## config.mk

```make
export PLATFORM = sky130hd
export DESIGN_NAME = polyphonic_voice_allocator_unit
export DESIGN_NICKNAME = d
export VERILOG_FILES = /design/src/hw/rtl/pva_pkg.sv /design/src/hw/rtl/polyphonic_voice_allocator_unit.sv /design/src/hw/rtl/pva_front.sv /design/src/hw/rtl/pva_back.sv
export VERILOG_INCLUDE_DIRS = /design/src /design/src/hw/rtl
export SDC_FILE = /design/constraint.sdc
export NUM_CORES = 1
export LEC_CHECK = 0
export ABC_CLOCK_PERIOD_IN_PS = 6200
export BUFFER_PORTS_ARGS = -buffer_cell sky130_fd_sc_hd__buf_2
export CORE_MARGIN = 10
export CORE_UTILIZATION = 60
export CTS_CLUSTER_SIZE = 24
export DETAILED_ROUTE_END_ITERATION = 12
export PLACE_DENSITY = 0.86
export REMOVE_ABC_BUFFERS = 1
export SKIP_CTS_REPAIR_TIMING = 1
export SYNTH_ARGS = -nofsm -noshare
export SYNTH_HDL_FRONTEND = slang
export SYNTH_SLANG_ARGS = --single-unit
```

## constraint.sdc

```tcl
create_clock -name clk -period 6.2 [get_ports clk]
set_input_delay 0.62 -clock clk [delete_from_list [all_inputs] [get_ports clk]]
set_output_delay 0.62 -clock clk [all_outputs]
set_load 0.02 [all_outputs]
```

## src/hw/rtl/polyphonic_voice_allocator_unit_macros.svh

```systemverilog
// Assertion macros used by the voice allocator back end (pva_back).
// Expects signals named clk and rst_n in the including scope.
`ifndef POLYPHONIC_VOICE_ALLOCATOR_UNIT_MACROS_SVH
`define POLYPHONIC_VOICE_ALLOCATOR_UNIT_MACROS_SVH

// Same-cycle implication, disabled while reset is low.
`define PVA_ASSERT_NOW(lbl, ante, cons, msg) \
  lbl: assert property (@(posedge clk) disable iff (!rst_n) (ante) |-> (cons)) \
    else $error(msg);

// Next-cycle implication, disabled while reset is low.
`define PVA_ASSERT_NEXT(lbl, ante, cons, msg) \
  lbl: assert property (@(posedge clk) disable iff (!rst_n) (ante) |=> (cons)) \
    else $error(msg);

`endif

```

## src/hw/rtl/pva_pkg.sv

```systemverilog
// Shared types and constants of the voice allocator.
// No dependencies; used by pva_front, pva_back and the top level.
`timescale 1ns / 1ps

package pva_pkg;

  // Default sizes handed to the top level parameters
  localparam int NUM_SLOTS_DEF  = 16;
  localparam int STAMP_BITS_DEF = 32;

  // Command queue between front and back
  localparam int QUEUE_DEPTH = 2;
  localparam int QPTR_W      = (QUEUE_DEPTH > 1) ? $clog2(QUEUE_DEPTH) : 1;
  localparam int QCNT_W      = $clog2(QUEUE_DEPTH + 1);

  // Field widths
  localparam int NOTE_W = 7;
  localparam int VEL_W  = 7;
  localparam int FIN_W  = 4;
  localparam int SLOT_OUT_W = 4;
  localparam int MODE_W = 2;
  localparam int LIMIT_W = 5;
  localparam int CFG_IDX_W = 1;
  localparam int IN_TDATA_W  = 24;
  localparam int OUT_TDATA_W = 24;

  // Event codes
  typedef enum logic [1:0] {
    FUNC_NOTE_ON    = 2'd0,
    FUNC_NOTE_OFF   = 2'd1,
    FUNC_ALL_OFF    = 2'd2,
    FUNC_VOICE_DONE = 2'd3
  } func_t;

  // Play modes; anything but polyphonic acts as mono
  localparam logic [MODE_W-1:0] MODE_POLY = 2'd2;

  // Result actions
  localparam logic ACT_START = 1'b0;
  localparam logic ACT_STOP  = 1'b1;

  // Register indexes and reset values
  localparam logic [CFG_IDX_W-1:0] REG_VOICE_MODE  = 1'b0;
  localparam logic [CFG_IDX_W-1:0] REG_VOICE_LIMIT = 1'b1;
  localparam logic [MODE_W-1:0]    VOICE_MODE_RST  = 2'd2;
  localparam logic [LIMIT_W-1:0]   VOICE_LIMIT_RST = 5'd8;

  // Classified command passed from front to back
  typedef struct packed {
    func_t             kind;
    logic [NOTE_W-1:0] note;
    logic [VEL_W-1:0]  velocity;
    logic [FIN_W-1:0]  fin_slot;
  } cmd_t;

endpackage

```

## src/hw/rtl/polyphonic_voice_allocator_unit.sv

```systemverilog
// Path: a start, or a stop from a note-off, passes the command queue and then the output register
// (back end idle); stealing in poly mode first runs the stamp scan over the usable slots.
// All-notes-off: one stop beat a cycle per active slot, ascending, while the output does not stall.
// Throughput: input beats are taken every cycle until the 2-entry command queue fills.
// Reset (rst_n low, synchronous): all slots inactive, stamp counter zero,
// voice mode polyphonic, voice limit 8; no clearing pass is needed.
`timescale 1ns / 1ps

module polyphonic_voice_allocator_unit #(
  parameter int NUM_SLOTS  = pva_pkg::NUM_SLOTS_DEF,
  parameter int STAMP_BITS = pva_pkg::STAMP_BITS_DEF
) (
  input  logic                              clk,
  input  logic                              rst_n,
  input  logic                              in_tvalid,
  output logic                              in_tready,
  // [6:0] note, [13:7] velocity, [17:14] finished_slot, rest zero
  input  logic [pva_pkg::IN_TDATA_W-1:0]    in_tdata,
  // [1:0] func
  input  logic [1:0]                        in_tuser,
  output logic                              out_tvalid,
  input  logic                              out_tready,
  // [3:0] slot, [10:4] slot_note, [17:11] slot_velocity, rest zero
  output logic [pva_pkg::OUT_TDATA_W-1:0]   out_tdata,
  // [0] action, [1] replaced
  output logic [1:0]                        out_tuser,
  output logic                              out_tlast,
  input  logic                              cfg_valid,
  output logic                              cfg_ready,
  input  logic [pva_pkg::CFG_IDX_W-1:0]     cfg_index,
  input  logic [pva_pkg::LIMIT_W-1:0]       cfg_data
);

  logic [pva_pkg::MODE_W-1:0]  voice_mode_r;
  logic [pva_pkg::LIMIT_W-1:0] voice_limit_r;
  logic                        q_valid, q_ready;
  pva_pkg::cmd_t               q_cmd;

  assign cfg_ready = 1'b1;

  // Configuration registers
  always_ff @(posedge clk) begin
    if (!rst_n) begin
      voice_mode_r  <= pva_pkg::VOICE_MODE_RST;
      voice_limit_r <= pva_pkg::VOICE_LIMIT_RST;
    end else if (cfg_valid) begin
      case (cfg_index)
        pva_pkg::REG_VOICE_MODE:  voice_mode_r  <= cfg_data[pva_pkg::MODE_W-1:0];
        pva_pkg::REG_VOICE_LIMIT: voice_limit_r <= cfg_data;
        default: begin
        end
      endcase
    end
  end

  pva_front u_front (
    .clk       (clk),
    .rst_n     (rst_n),
    .in_tvalid (in_tvalid),
    .in_tready (in_tready),
    .in_tdata  (in_tdata),
    .in_tuser  (in_tuser),
    .q_valid   (q_valid),
    .q_ready   (q_ready),
    .q_cmd     (q_cmd)
  );

  pva_back #(
    .NUM_SLOTS  (NUM_SLOTS),
    .STAMP_BITS (STAMP_BITS)
  ) u_back (
    .clk         (clk),
    .rst_n       (rst_n),
    .q_valid     (q_valid),
    .q_ready     (q_ready),
    .q_cmd       (q_cmd),
    .voice_mode  (voice_mode_r),
    .voice_limit (voice_limit_r),
    .out_tvalid  (out_tvalid),
    .out_tready  (out_tready),
    .out_tdata   (out_tdata),
    .out_tuser   (out_tuser),
    .out_tlast   (out_tlast)
  );

endmodule

```

## src/hw/rtl/pva_front.sv

```systemverilog
// Front end: accepts input beats, classifies them and queues commands.
// Depends on pva_pkg.
`timescale 1ns / 1ps

module pva_front (
  input  logic                             clk,
  input  logic                             rst_n,
  input  logic                             in_tvalid,
  output logic                             in_tready,
  // [6:0] note, [13:7] velocity, [17:14] finished_slot, rest zero
  input  logic [pva_pkg::IN_TDATA_W-1:0]   in_tdata,
  // [1:0] func
  input  logic [1:0]                       in_tuser,
  output logic                             q_valid,
  input  logic                             q_ready,
  output pva_pkg::cmd_t                    q_cmd
);

  pva_pkg::cmd_t                    fifo_r [pva_pkg::QUEUE_DEPTH];
  logic [pva_pkg::QPTR_W-1:0]       wr_ptr_r, wr_ptr_nxt;
  logic [pva_pkg::QPTR_W-1:0]       rd_ptr_r, rd_ptr_nxt;
  logic [pva_pkg::QCNT_W-1:0]       cnt_r, cnt_nxt;
  pva_pkg::cmd_t                    cmd_in;
  logic                             push, pop;

  // Classify: a note-on with zero velocity is a note-off
  always_comb begin
    cmd_in.kind     = pva_pkg::func_t'(in_tuser[1:0]);
    cmd_in.note     = in_tdata[6:0];
    cmd_in.velocity = in_tdata[13:7];
    cmd_in.fin_slot = in_tdata[17:14];
    if (cmd_in.kind == pva_pkg::FUNC_NOTE_ON && cmd_in.velocity == '0) begin
      cmd_in.kind = pva_pkg::FUNC_NOTE_OFF;
    end
  end

  assign in_tready = (cnt_r != pva_pkg::QCNT_W'(pva_pkg::QUEUE_DEPTH));
  assign q_valid   = (cnt_r != '0);
  assign q_cmd     = fifo_r[rd_ptr_r];
  assign push      = in_tvalid && in_tready;
  assign pop       = q_valid && q_ready;

  // Pointer and fill count update
  always_comb begin
    wr_ptr_nxt = wr_ptr_r;
    rd_ptr_nxt = rd_ptr_r;
    cnt_nxt    = cnt_r;
    if (push) begin
      wr_ptr_nxt = (wr_ptr_r == pva_pkg::QPTR_W'(pva_pkg::QUEUE_DEPTH - 1)) ?
                   '0 : wr_ptr_r + 1'b1;
    end
    if (pop) begin
      rd_ptr_nxt = (rd_ptr_r == pva_pkg::QPTR_W'(pva_pkg::QUEUE_DEPTH - 1)) ?
                   '0 : rd_ptr_r + 1'b1;
    end
    if (push && !pop) begin
      cnt_nxt = cnt_r + 1'b1;
    end else if (pop && !push) begin
      cnt_nxt = cnt_r - 1'b1;
    end
  end

  always_ff @(posedge clk) begin
    if (!rst_n) begin
      wr_ptr_r <= '0;
      rd_ptr_r <= '0;
      cnt_r    <= '0;
    end else begin
      wr_ptr_r <= wr_ptr_nxt;
      rd_ptr_r <= rd_ptr_nxt;
      cnt_r    <= cnt_nxt;
    end
  end

  // Queue storage
  always_ff @(posedge clk) begin
    if (push) begin
      fifo_r[wr_ptr_r] <= cmd_in;
    end
  end

endmodule

```

## src/hw/rtl/pva_back.sv

```systemverilog
// Back end: slot table, oldest-stamp scan and result emission.
// Depends on pva_pkg and polyphonic_voice_allocator_unit_macros.svh.
`timescale 1ns / 1ps

`include "polyphonic_voice_allocator_unit_macros.svh"

module pva_back #(
  parameter int NUM_SLOTS  = pva_pkg::NUM_SLOTS_DEF,
  parameter int STAMP_BITS = pva_pkg::STAMP_BITS_DEF
) (
  input  logic                              clk,
  input  logic                              rst_n,
  input  logic                              q_valid,
  output logic                              q_ready,
  input  pva_pkg::cmd_t                     q_cmd,
  input  logic [pva_pkg::MODE_W-1:0]        voice_mode,
  input  logic [pva_pkg::LIMIT_W-1:0]       voice_limit,
  output logic                              out_tvalid,
  input  logic                              out_tready,
  // [3:0] slot, [10:4] slot_note, [17:11] slot_velocity, rest zero
  output logic [pva_pkg::OUT_TDATA_W-1:0]   out_tdata,
  // [0] action, [1] replaced
  output logic [1:0]                        out_tuser,
  output logic                              out_tlast
);

  localparam int SLOT_W = (NUM_SLOTS > 1) ? $clog2(NUM_SLOTS) : 1;
  localparam int LIM_W  = $clog2(NUM_SLOTS + 1);

  typedef enum logic [2:0] {
    ST_IDLE = 3'b001,
    ST_SCAN = 3'b010,
    ST_EMIT = 3'b100
  } state_t;

  typedef struct packed {
    logic                           action;
    logic [pva_pkg::SLOT_OUT_W-1:0] slot;
    logic [pva_pkg::NOTE_W-1:0]     note;
    logic [pva_pkg::VEL_W-1:0]      velocity;
    logic                           replaced;
    logic                           last;
  } res_t;

  state_t                     state_r, state_nxt;
  logic [NUM_SLOTS-1:0]       active_r, active_nxt;
  logic [NUM_SLOTS-1:0]       rem_r, rem_nxt;
  logic [pva_pkg::NOTE_W-1:0] note_r [NUM_SLOTS];
  logic [STAMP_BITS-1:0]      stamp_mem [NUM_SLOTS];
  logic [STAMP_BITS-1:0]      stamp_cnt_r;
  logic [STAMP_BITS-1:0]      rd_data_r;
  logic [SLOT_W-1:0]          rd_addr;
  logic                       rd_vld_r, rd_vld_nxt;
  logic [LIM_W-1:0]           rd_idx_r, rd_idx_nxt;
  logic [LIM_W-1:0]           scan_idx_r, scan_idx_nxt;
  logic [SLOT_W-1:0]          best_idx_r, best_idx_nxt;
  logic [STAMP_BITS-1:0]      best_stamp_r, best_stamp_nxt;
  logic                       steal_rdy_r, steal_rdy_nxt;
  logic [LIM_W-1:0]           lim;
  logic [NUM_SLOTS-1:0]       use_vec, free_vec, match_vec;
  logic [SLOT_W-1:0]          free_idx, act_idx, match_idx, rem_idx;
  logic [SLOT_W-1:0]          sel_idx, stop_idx;
  logic [NUM_SLOTS-1:0]       rem_clr;
  logic                       out_ld_ok, out_ld, start_we, cand_better, poly_start;
  logic                       out_valid_r;
  res_t                       res, out_r;

  // Lowest set bit of a slot vector
  function automatic logic [SLOT_W-1:0] first_set(input logic [NUM_SLOTS-1:0] v);
    logic [SLOT_W-1:0] r;
    r = '0;
    for (int i = NUM_SLOTS - 1; i >= 0; i--) begin
      if (v[i]) r = SLOT_W'(i);
    end
    return r;
  endfunction

  // Clamp the voice limit to 1..NUM_SLOTS
  always_comb begin
    if (voice_limit == '0) begin
      lim = LIM_W'(1);
    end else if (32'(voice_limit) > NUM_SLOTS) begin
      lim = LIM_W'(NUM_SLOTS);
    end else begin
      lim = LIM_W'(voice_limit);
    end
  end

  // Per-slot status vectors and priority picks
  always_comb begin
    for (int i = 0; i < NUM_SLOTS; i++) begin
      use_vec[i]   = (LIM_W'(i) < lim);
      match_vec[i] = active_r[i] && (note_r[i] == q_cmd.note);
    end
    free_vec  = use_vec & ~active_r;
    free_idx  = first_set(free_vec);
    act_idx   = first_set(active_r);
    match_idx = first_set(match_vec);
    rem_idx   = first_set(rem_r);
  end

  assign out_ld_ok   = !out_valid_r || out_tready;
  assign cand_better = (rd_idx_r == '0) || (rd_data_r < best_stamp_r);
  assign poly_start  = start_we && (voice_mode == pva_pkg::MODE_POLY);

  // Command sequencer
  always_comb begin
    state_nxt      = state_r;
    active_nxt     = active_r;
    rem_nxt        = rem_r;
    rd_vld_nxt     = 1'b0;
    rd_idx_nxt     = rd_idx_r;
    scan_idx_nxt   = scan_idx_r;
    best_idx_nxt   = best_idx_r;
    best_stamp_nxt = best_stamp_r;
    steal_rdy_nxt  = steal_rdy_r;
    rd_addr        = SLOT_W'(scan_idx_r);
    q_ready        = 1'b0;
    out_ld         = 1'b0;
    start_we       = 1'b0;
    sel_idx        = '0;
    stop_idx       = match_idx;
    rem_clr        = '0;
    res            = '0;

    case (state_r)
      ST_IDLE: begin
        if (q_valid) begin
          case (q_cmd.kind)
            pva_pkg::FUNC_NOTE_ON: begin
              if (voice_mode != pva_pkg::MODE_POLY) begin
                sel_idx  = (|active_r) ? act_idx : '0;
                start_we = out_ld_ok;
              end else if (|free_vec) begin
                sel_idx  = free_idx;
                start_we = out_ld_ok;
              end else if (steal_rdy_r) begin
                sel_idx  = best_idx_r;
                start_we = out_ld_ok;
              end else begin
                scan_idx_nxt = '0;
                state_nxt    = ST_SCAN;
              end
              if (start_we) begin
                out_ld        = 1'b1;
                q_ready       = 1'b1;
                steal_rdy_nxt = 1'b0;
                res.action    = pva_pkg::ACT_START;
                res.slot      = pva_pkg::SLOT_OUT_W'(sel_idx);
                res.note      = q_cmd.note;
                res.velocity  = q_cmd.velocity;
                res.replaced  = active_r[sel_idx];
                res.last      = 1'b1;
                for (int i = 0; i < NUM_SLOTS; i++) begin
                  if (SLOT_W'(i) == sel_idx) active_nxt[i] = 1'b1;
                end
              end
            end
            pva_pkg::FUNC_NOTE_OFF: begin
              if (!(|match_vec)) begin
                q_ready = 1'b1;
              end else if (out_ld_ok) begin
                q_ready      = 1'b1;
                out_ld       = 1'b1;
                res.action   = pva_pkg::ACT_STOP;
                res.slot     = pva_pkg::SLOT_OUT_W'(match_idx);
                res.note     = note_r[stop_idx];
                res.last     = 1'b1;
              end
            end
            pva_pkg::FUNC_ALL_OFF: begin
              q_ready = 1'b1;
              if (|active_r) begin
                rem_nxt   = active_r;
                state_nxt = ST_EMIT;
              end
            end
            pva_pkg::FUNC_VOICE_DONE: begin
              q_ready = 1'b1;
              for (int i = 0; i < NUM_SLOTS; i++) begin
                if (32'(q_cmd.fin_slot) == i) active_nxt[i] = 1'b0;
              end
            end
            default: begin
              q_ready = 1'b1;
            end
          endcase
        end
      end

      // Walk the usable slots for the smallest stamp, one read a cycle
      ST_SCAN: begin
        if (scan_idx_r < lim) begin
          rd_vld_nxt   = 1'b1;
          rd_idx_nxt   = scan_idx_r;
          scan_idx_nxt = scan_idx_r + 1'b1;
        end
        if (rd_vld_r) begin
          if (cand_better) begin
            best_idx_nxt   = SLOT_W'(rd_idx_r);
            best_stamp_nxt = rd_data_r;
          end
          if (rd_idx_r == lim - 1'b1) begin
            steal_rdy_nxt = 1'b1;
            rd_vld_nxt    = 1'b0;
            state_nxt     = ST_IDLE;
          end
        end
      end

      // One stop per active slot, ascending
      ST_EMIT: begin
        stop_idx = rem_idx;
        if (out_ld_ok) begin
          for (int i = 0; i < NUM_SLOTS; i++) begin
            rem_clr[i] = (SLOT_W'(i) == rem_idx);
          end
          rem_nxt    = rem_r & ~rem_clr;
          out_ld     = 1'b1;
          res.action = pva_pkg::ACT_STOP;
          res.slot   = pva_pkg::SLOT_OUT_W'(rem_idx);
          res.note   = note_r[stop_idx];
          res.last   = (rem_nxt == '0);
          if (rem_nxt == '0) state_nxt = ST_IDLE;
        end
      end

      default: begin
        state_nxt = ST_IDLE;
      end
    endcase
  end

  // Control registers
  always_ff @(posedge clk) begin
    if (!rst_n) begin
      state_r     <= ST_IDLE;
      active_r    <= '0;
      rem_r       <= '0;
      rd_vld_r    <= 1'b0;
      rd_idx_r    <= '0;
      scan_idx_r  <= '0;
      steal_rdy_r <= 1'b0;
      stamp_cnt_r <= '0;
      out_valid_r <= 1'b0;
    end else begin
      state_r     <= state_nxt;
      active_r    <= active_nxt;
      rem_r       <= rem_nxt;
      rd_vld_r    <= rd_vld_nxt;
      rd_idx_r    <= rd_idx_nxt;
      scan_idx_r  <= scan_idx_nxt;
      steal_rdy_r <= steal_rdy_nxt;
      if (start_we) stamp_cnt_r <= stamp_cnt_r + 1'b1;
      if (out_ld) begin
        out_valid_r <= 1'b1;
      end else if (out_tready) begin
        out_valid_r <= 1'b0;
      end
    end
  end

  // Payload registers: scan best, note table, output stage
  always_ff @(posedge clk) begin
    best_idx_r   <= best_idx_nxt;
    best_stamp_r <= best_stamp_nxt;
    if (start_we) note_r[sel_idx] <= q_cmd.note;
    if (out_ld) out_r <= res;
  end

  // Start stamp memory, one write and one registered read port
  always_ff @(posedge clk) begin
    if (start_we) stamp_mem[sel_idx] <= stamp_cnt_r + 1'b1;
    rd_data_r <= stamp_mem[rd_addr];
  end

  assign out_tvalid = out_valid_r;
  assign out_tdata  = {6'b0, out_r.velocity, out_r.note, out_r.slot};
  assign out_tuser  = {out_r.replaced, out_r.action};
  assign out_tlast  = out_r.last;

  `PVA_ASSERT_NOW(a_scan_no_out, state_r == ST_SCAN, !out_ld, "result loaded during scan")
  `PVA_ASSERT_NOW(a_emit_pending, state_r == ST_EMIT, rem_r != '0, "emit with no slot left")
  `PVA_ASSERT_NOW(a_poly_in_limit, poly_start, LIM_W'(sel_idx) < lim, "start past voice limit")
  `PVA_ASSERT_NEXT(a_stamp_step, start_we, stamp_cnt_r == $past(stamp_cnt_r) + 1'b1, "no stamp step")

endmodule

```

==> summary.txt, run 1 <==
initial antenna violation count -> 2
crit path to -> u_back.out_tdata[8]
Post-Route WL -> 102 mm
FFs w/ async S/R, synth -> 0%
fmax -> 199 MHz
port bufs -> 53
overflow left after global routing -> 0
Vias per Instance -> 6.87
flops & latches, synth -> 845
mapped cell area -> 0.0374 mm2
starting DRC count in detailed routing -> 3438
setup slack, reg-to-reg -> 1.17 ns
Final TNS setup -> 0 ns
post-route ant nets -> 0
Synth top area share -> 57.9%
Setup Skew -> 0.0564 ns
Synth area leaders -> edfxtp_1 (58%), mux4_2 (10%), dfxtp_1 (6.6%)
r2r worst-path depth -> 12
routed via count -> 23910
worst skew pair latency -> 0.68 ns
Worst Path Arrival -> 5.39 ns
CTS Buffer Depth -> 3
TritonCTS clock tree -> done
hpwl dp -> 57.8 mm
nets -> 2649
pre-CTS setup slack -> 1.33 ns
setup violators final -> 0
HP Class -> primary input to flip-flop
CTS Sinks -> 845
Die Height -> 270 um
Worst Tran Pin Value -> 1.25 ns
Cells after Synth -> 2511
slew margin rel. -> 16.0%
Post-synth EDFFs -> 721
Reg clk slew, reported paths -> 0.06 ns
reg2reg end -> u_back.out_tdata[8]
vias in the first global route -> 24286
largest net degree at the start of global routing -> 93
Peak supply drop -> 0.000269 V
Cell Pwr Density -> 345 mW/mm2
unique cell type count in the Yosys netlist -> 80
FILL cells -> 3897
Setup CP Type -> flip-flop to flip-flop
most frequent cells in the layout -> edfxtp_1 (721), nand2_1 (193), mux4_2 (167)
Final Worst Setup Slack -> 1.17 ns
post-synthesis sequential area ratio -> 64.5%
unrepaired setup endpoints after global routing -> false
first-pass GRT wire length -> 154 mm
clk root buf -> clkbuf_16
area delta synth->final -> 11.6%
WHS -> 0.158 ns
MaxCap Viol Count -> 0
total power -> 14.4 mW
Worst Setup End Kind -> flip-flop
Critical Path RT -> 6.56 ns
routed length per instance -> 29.4 um
Pre-antenna DRT Iters -> 8
FP Rows -> 91
Initial Util -> 60.6%
Yosys warning count -> 0
status -> finished clean
Worst Setup Start Kind -> flip-flop
Ports -> 67
Die X -> 270 um
largest area contributor in the netlist -> edfxtp_1
placer congestion estimate -> 1.00
CTS buffer count -> 85
CP Max Fanout -> 44
end-of-flow core utilization -> 67.6%
Syn Area/Cell -> 14.9 um2
Register Area -> 0.0241 mm2
leak pwr -> 14.4 nW
Final period util -> 81.1%
# H-tree levels -> 3
Multi-input gate area -> 0.0126 mm2
drt drc -> 0
total track usage -> 27.8%
core area -> 0.0617 mm2
commonest non-fill, non-tap cell in the layout -> edfxtp_1
Final Max Tran Viols -> 0
final hold violation count -> 0
top_reg_cell synth -> edfxtp_1
layout cells sized above 1 -> 18.1%
minimum clock period -> 5.03 ns
full die area -> 0.0727 mm2
# diodes -> 0
[registers in the layout, summed over array words and instances (netlist names), 3 cells and up, named ones only]
signal,count
u_back.stamp_mem,512
u_back.note_r,112
u_front.fifo_r,40
u_back.best_stamp_r,32
u_back.rd_data_r,32
u_back.stamp_cnt_r,32
u_back.out_tdata,18
u_back.active_r,16
u_back.rem_r,16
u_back.rd_idx_r,5
u_back.scan_idx_r,5
voice_limit_r,5
u_back.best_idx_r,4
u_back.state_r,3
[layout make-up]
type / count / area share [%]
inverters: 62 / 0.558
repair buffers: 103 / 1.71
clock inverters: 48 / 1.59
well taps: 837 / 2.51
flip-flops and latches: 845 / 57.8
clock buffers: 111 / 5.64
multi-input cells: 1475 / 30.1
[cell families (layout without fill, tap and decap cells)]
family	Yosys count	after routing	synth area share, %
adders and majority gates	40	40	1.34
other	2	7	0.0201
muxes	285	285	13.4
buffers and inverters	196	324	2.32
AOI/OAI and AO/OA	336	336	5.89
and+or+nand+nor	627	627	8.27
DFF	845	845	64.5
xor gates and xnor gates	180	180	4.21
[cell usage after synthesis (all sizes together), types with 11 or more instances]
cell	count
a21boi	25
a21o	14
a21oi	71
a22oi	19
a31oi	19
and2	45
and3	18
buf	53
clkbuf	81
dfxtp	124
edfxtp	721
ha	40
inv	61
mux2	13
mux2i	105
mux4	167
nand2	193
nand2b	26
nand3	61
nand4	25
nor2	132
nor2b	26
nor3	22
nor4	36
o21a	15
o21ai	83
o22ai	11
or2	11
xnor2	133
xor2	47
[power by group]
part / switching, mW / internal [mW] / leakage (nW)
clock: 2.32 / 3.15 / 1.44
combinational: 1.45 / 0.809 / 5.26
sequential: 0.232 / 6.43 / 7.72
total: 4.00 / 10.4 / 14.4
[critical path, stage by stage (launching register included)]
cell,delay [ns]
dfxtp_2,0.66
mux2i_4,0.88
xnor2_1,0.14
nor4_1,0.64
nand4_1,0.26
o211ai_1,0.17
a31oi_1,0.16
a21oi_4,0.13
buf_4,0.60
mux4_2,0.59
and3b_1,0.20
a41oi_2,0.16
nand3_1,0.13
[through the flow]
stage	cell area, um2	instances
4_1_cts	41700	3481
2_1_floorplan	36800	2382
3_5_place_dp	38700	3322
5_1_grt	41700	3481
3_3_place_gp	38700	3322
6_report	41700	3481
[routing by layer]
metal | routed length, um | vias to the layer above | track usage (%) | part of all wire [%]
met5 | 13 | - | 0 | 0.013
li1 | - | 9763 | - | -
met3 | 11600 | 435 | 6.44 | 11
met4 | 5760 | 2 | 14.5 | 5.6
met1 | 36000 | 11814 | 34.9 | 35
met2 | 49000 | 1896 | 44.8 | 48
[how the worst min path moves through the flow]
stage	startpoint	endpoint	slack [ns]	depth (start not counted)
after floorplan	u_back.rd_data_r[0]	u_back.best_stamp_r[0]	0.40	0
after global placement	u_back.rd_data_r[0]	u_back.best_stamp_r[0]	0.41	0
after detailed placement	u_back.rd_data_r[0]	u_back.best_stamp_r[0]	0.42	0
after CTS	in_tdata[5]	u_front.fifo_r[0][16]	0.14	1
after global routing	in_tdata[5]	u_front.fifo_r[0][16]	0.15	1
final	in_tdata[5]	u_front.fifo_r[0][16]	0.16	1
(Power assumes the default switching activity.)
==> run 2: changes to the inputs <==
--- a/config.mk
+++ b/config.mk
@@ -6,13 +6,13 @@
 export SDC_FILE = /design/constraint.sdc
 export NUM_CORES = 1
 export LEC_CHECK = 0
-export ABC_CLOCK_PERIOD_IN_PS = 6200
+export ABC_CLOCK_PERIOD_IN_PS = 4400
 export BUFFER_PORTS_ARGS = -buffer_cell sky130_fd_sc_hd__buf_2
 export CORE_MARGIN = 10
-export CORE_UTILIZATION = 60
+export CORE_UTILIZATION = 57
 export CTS_CLUSTER_SIZE = 24
 export DETAILED_ROUTE_END_ITERATION = 12
-export PLACE_DENSITY = 0.86
+export PLACE_DENSITY = 0.85
 export REMOVE_ABC_BUFFERS = 1
 export SKIP_CTS_REPAIR_TIMING = 1
 export SYNTH_ARGS = -nofsm -noshare
==> constraint.sdc (replaced) <==
create_clock -name clk -period 4.4 [get_ports clk]
set_input_delay 0.44 -clock clk [delete_from_list [all_inputs] [get_ports clk]]
set_output_delay 0.44 -clock clk [all_outputs]
set_load 0.02 [all_outputs]
==> summary.txt, run 2 (synthesis results as in run 1) <==
Post-Place Cells -> 3433
MaxCap Viol Count -> 0
initial antenna violation count -> 1
register with the most flip-flops -> u_back.stamp_mem
Sw Share -> 27.3%
Final Worst Setup Slack -> 0.213 ns
largest net degree at the start of global routing -> 57
Final TNS setup -> 0 ns
# H-tree levels -> 3
end-of-flow core utilization -> 66.1%
Reg clk slew, reported paths -> 0.06 ns
unrepaired setup endpoints after global routing -> false
post-route ant nets -> 0
Worst Setup Start Kind -> flip-flop
crit-path cells -> mux2i_2 > buf_4 > xnor2_1 > nor4_2 > and4_1 > o21ai_0 > buf_4 > a2111oi_0 > a21oi_2 > and2_0 > buf_4 > buf_4 > a22oi_1 > nand2_1 > o211ai_1
final hold violation count -> 0
Initial Util -> 57.8%
most frequent cells in the layout -> edfxtp_1 (721), nand2_1 (193), mux4_2 (167)
area delta synth->final -> 14.3%
met2 GRT Util -> 42.6%
nets -> 2752
Area after DPL -> 0.0396 mm2
drt drc -> 0
FP Rows -> 93
Post-Route WL -> 103 mm
core area -> 0.0647 mm2
fmax -> 239 MHz
port bufs -> 53
Pre-antenna DRT Iters -> 6
CTS Buffer Depth -> 3
full die area -> 0.0763 mm2
# diodes -> 0
Setup Skew -> 0.0379 ns
Die Height -> 276 um
Final Max Tran Viols -> 0
total power -> 20.4 mW
status -> finished clean
CTS buffer count -> 84
largest delay contributor family on the critical path -> compound AO/OA/AOI/OAI gates
gr busiest metal -> met2
WHS -> 0.00517 ns
overflow left after global routing -> 0
routed via count -> 23675
routed length per instance -> 28.5 um
setup violators final -> 0
vias in the first global route -> 24201
minimum clock period -> 4.19 ns
layout cells sized above 1 -> 20.7%
flip-flop count of the largest register after layout -> 512
placer congestion estimate -> 1.01
part of the power in registers -> 45.4%
power share of the clock group -> 37.7%
met1 GRT Util -> 34.2%
total track usage -> 26.5%
Finished Layout Cells -> 3600
CP max-delay cell -> dfxtp_2
Peak supply drop -> 0.000317 V
Psw -> 5.57 mW
CP Max Fanout -> 10
Worst Setup End Kind -> flip-flop
clk root buf -> clkbuf_16
hpwl dp -> 61.5 mm
first-pass GRT wire length -> 155 mm
most frequent cell on the critical path -> buf_4
worst skew pair latency -> 0.67 ns
combinational fraction of design power -> 16.9%
Worst Tran Pin Value -> 1.32 ns
Die X -> 276 um
fin area -> 0.0428 mm2
Critical Path RT -> 4.89 ns
Int Pwr -> 14.9 mW
starting DRC count in detailed routing -> 2907
Final period util -> 95.2%
TritonCTS clock tree -> done
met3 Use GR -> 5.33%
commonest non-fill, non-tap cell in the layout -> edfxtp_1
Setup CP Type -> flip-flop to flip-flop
FILL cells -> 4270
slowest stage delay, CP -> 0.53 ns
HP Class -> primary input to flip-flop
leak pwr -> 15.0 nW
Ports -> 67
slew margin rel. -> 11.7%
pre-CTS setup slack -> 0.304 ns
Worst Path Arrival -> 4.68 ns
biggest regs -> u_back.stamp_mem (512), u_back.note_r (112), u_front.fifo_r (40)
WP buf/inv -> 4
CTS Sinks -> 845
Cell Pwr Density -> 478 mW/mm2
Vias per Instance -> 6.58
-- run 2: worst paths after layout --
path | cells after the start | startpoint | slack [ns] | endpoint
hold / removal | 1 | in_tdata[8] | 0.005 | u_front.fifo_r[1][5]
hold reg to reg | 0 | u_back.rd_data_r[0] | 0.43 | u_back.best_stamp_r[0]
setup reg to reg | 15 | flip-flop | 0.21 | u_back.out_tdata[9]
setup / recovery | 15 | flip-flop | 0.21 | u_back.out_tdata[9]
-- run 2: power groups by stage --
stage	Clock (mW)	Sequential (mW)	Combinational, mW
2_1_floorplan	0	9.49	2.00
3_3_place_gp	0	9.41	3.25
3_5_place_dp	0	9.43	3.33
4_1_cts	7.76	9.27	3.37
5_1_grt	8.11	9.30	3.67
6_report	7.70	9.28	3.45
-- run 2: per-layer routing --
layer	up-vias	part of all wire, %
li1	9964	-
met1	11866	37
met2	1552	48
met3	293	10
met4	0	4.5
met5	-	0
-- run 2: layout make-up --
type | instances | area, um2 | area share [%]
clock buffers | 103 | 2250 | 5.27
clock inverters | 53 | 743 | 1.74
inverters | 62 | 233 | 0.544
multi-input cells | 1475 | 12600 | 29.5
flip-flops and latches | 845 | 24100 | 56.4
well taps | 855 | 1070 | 2.50
repair buffers | 207 | 1720 | 4.03
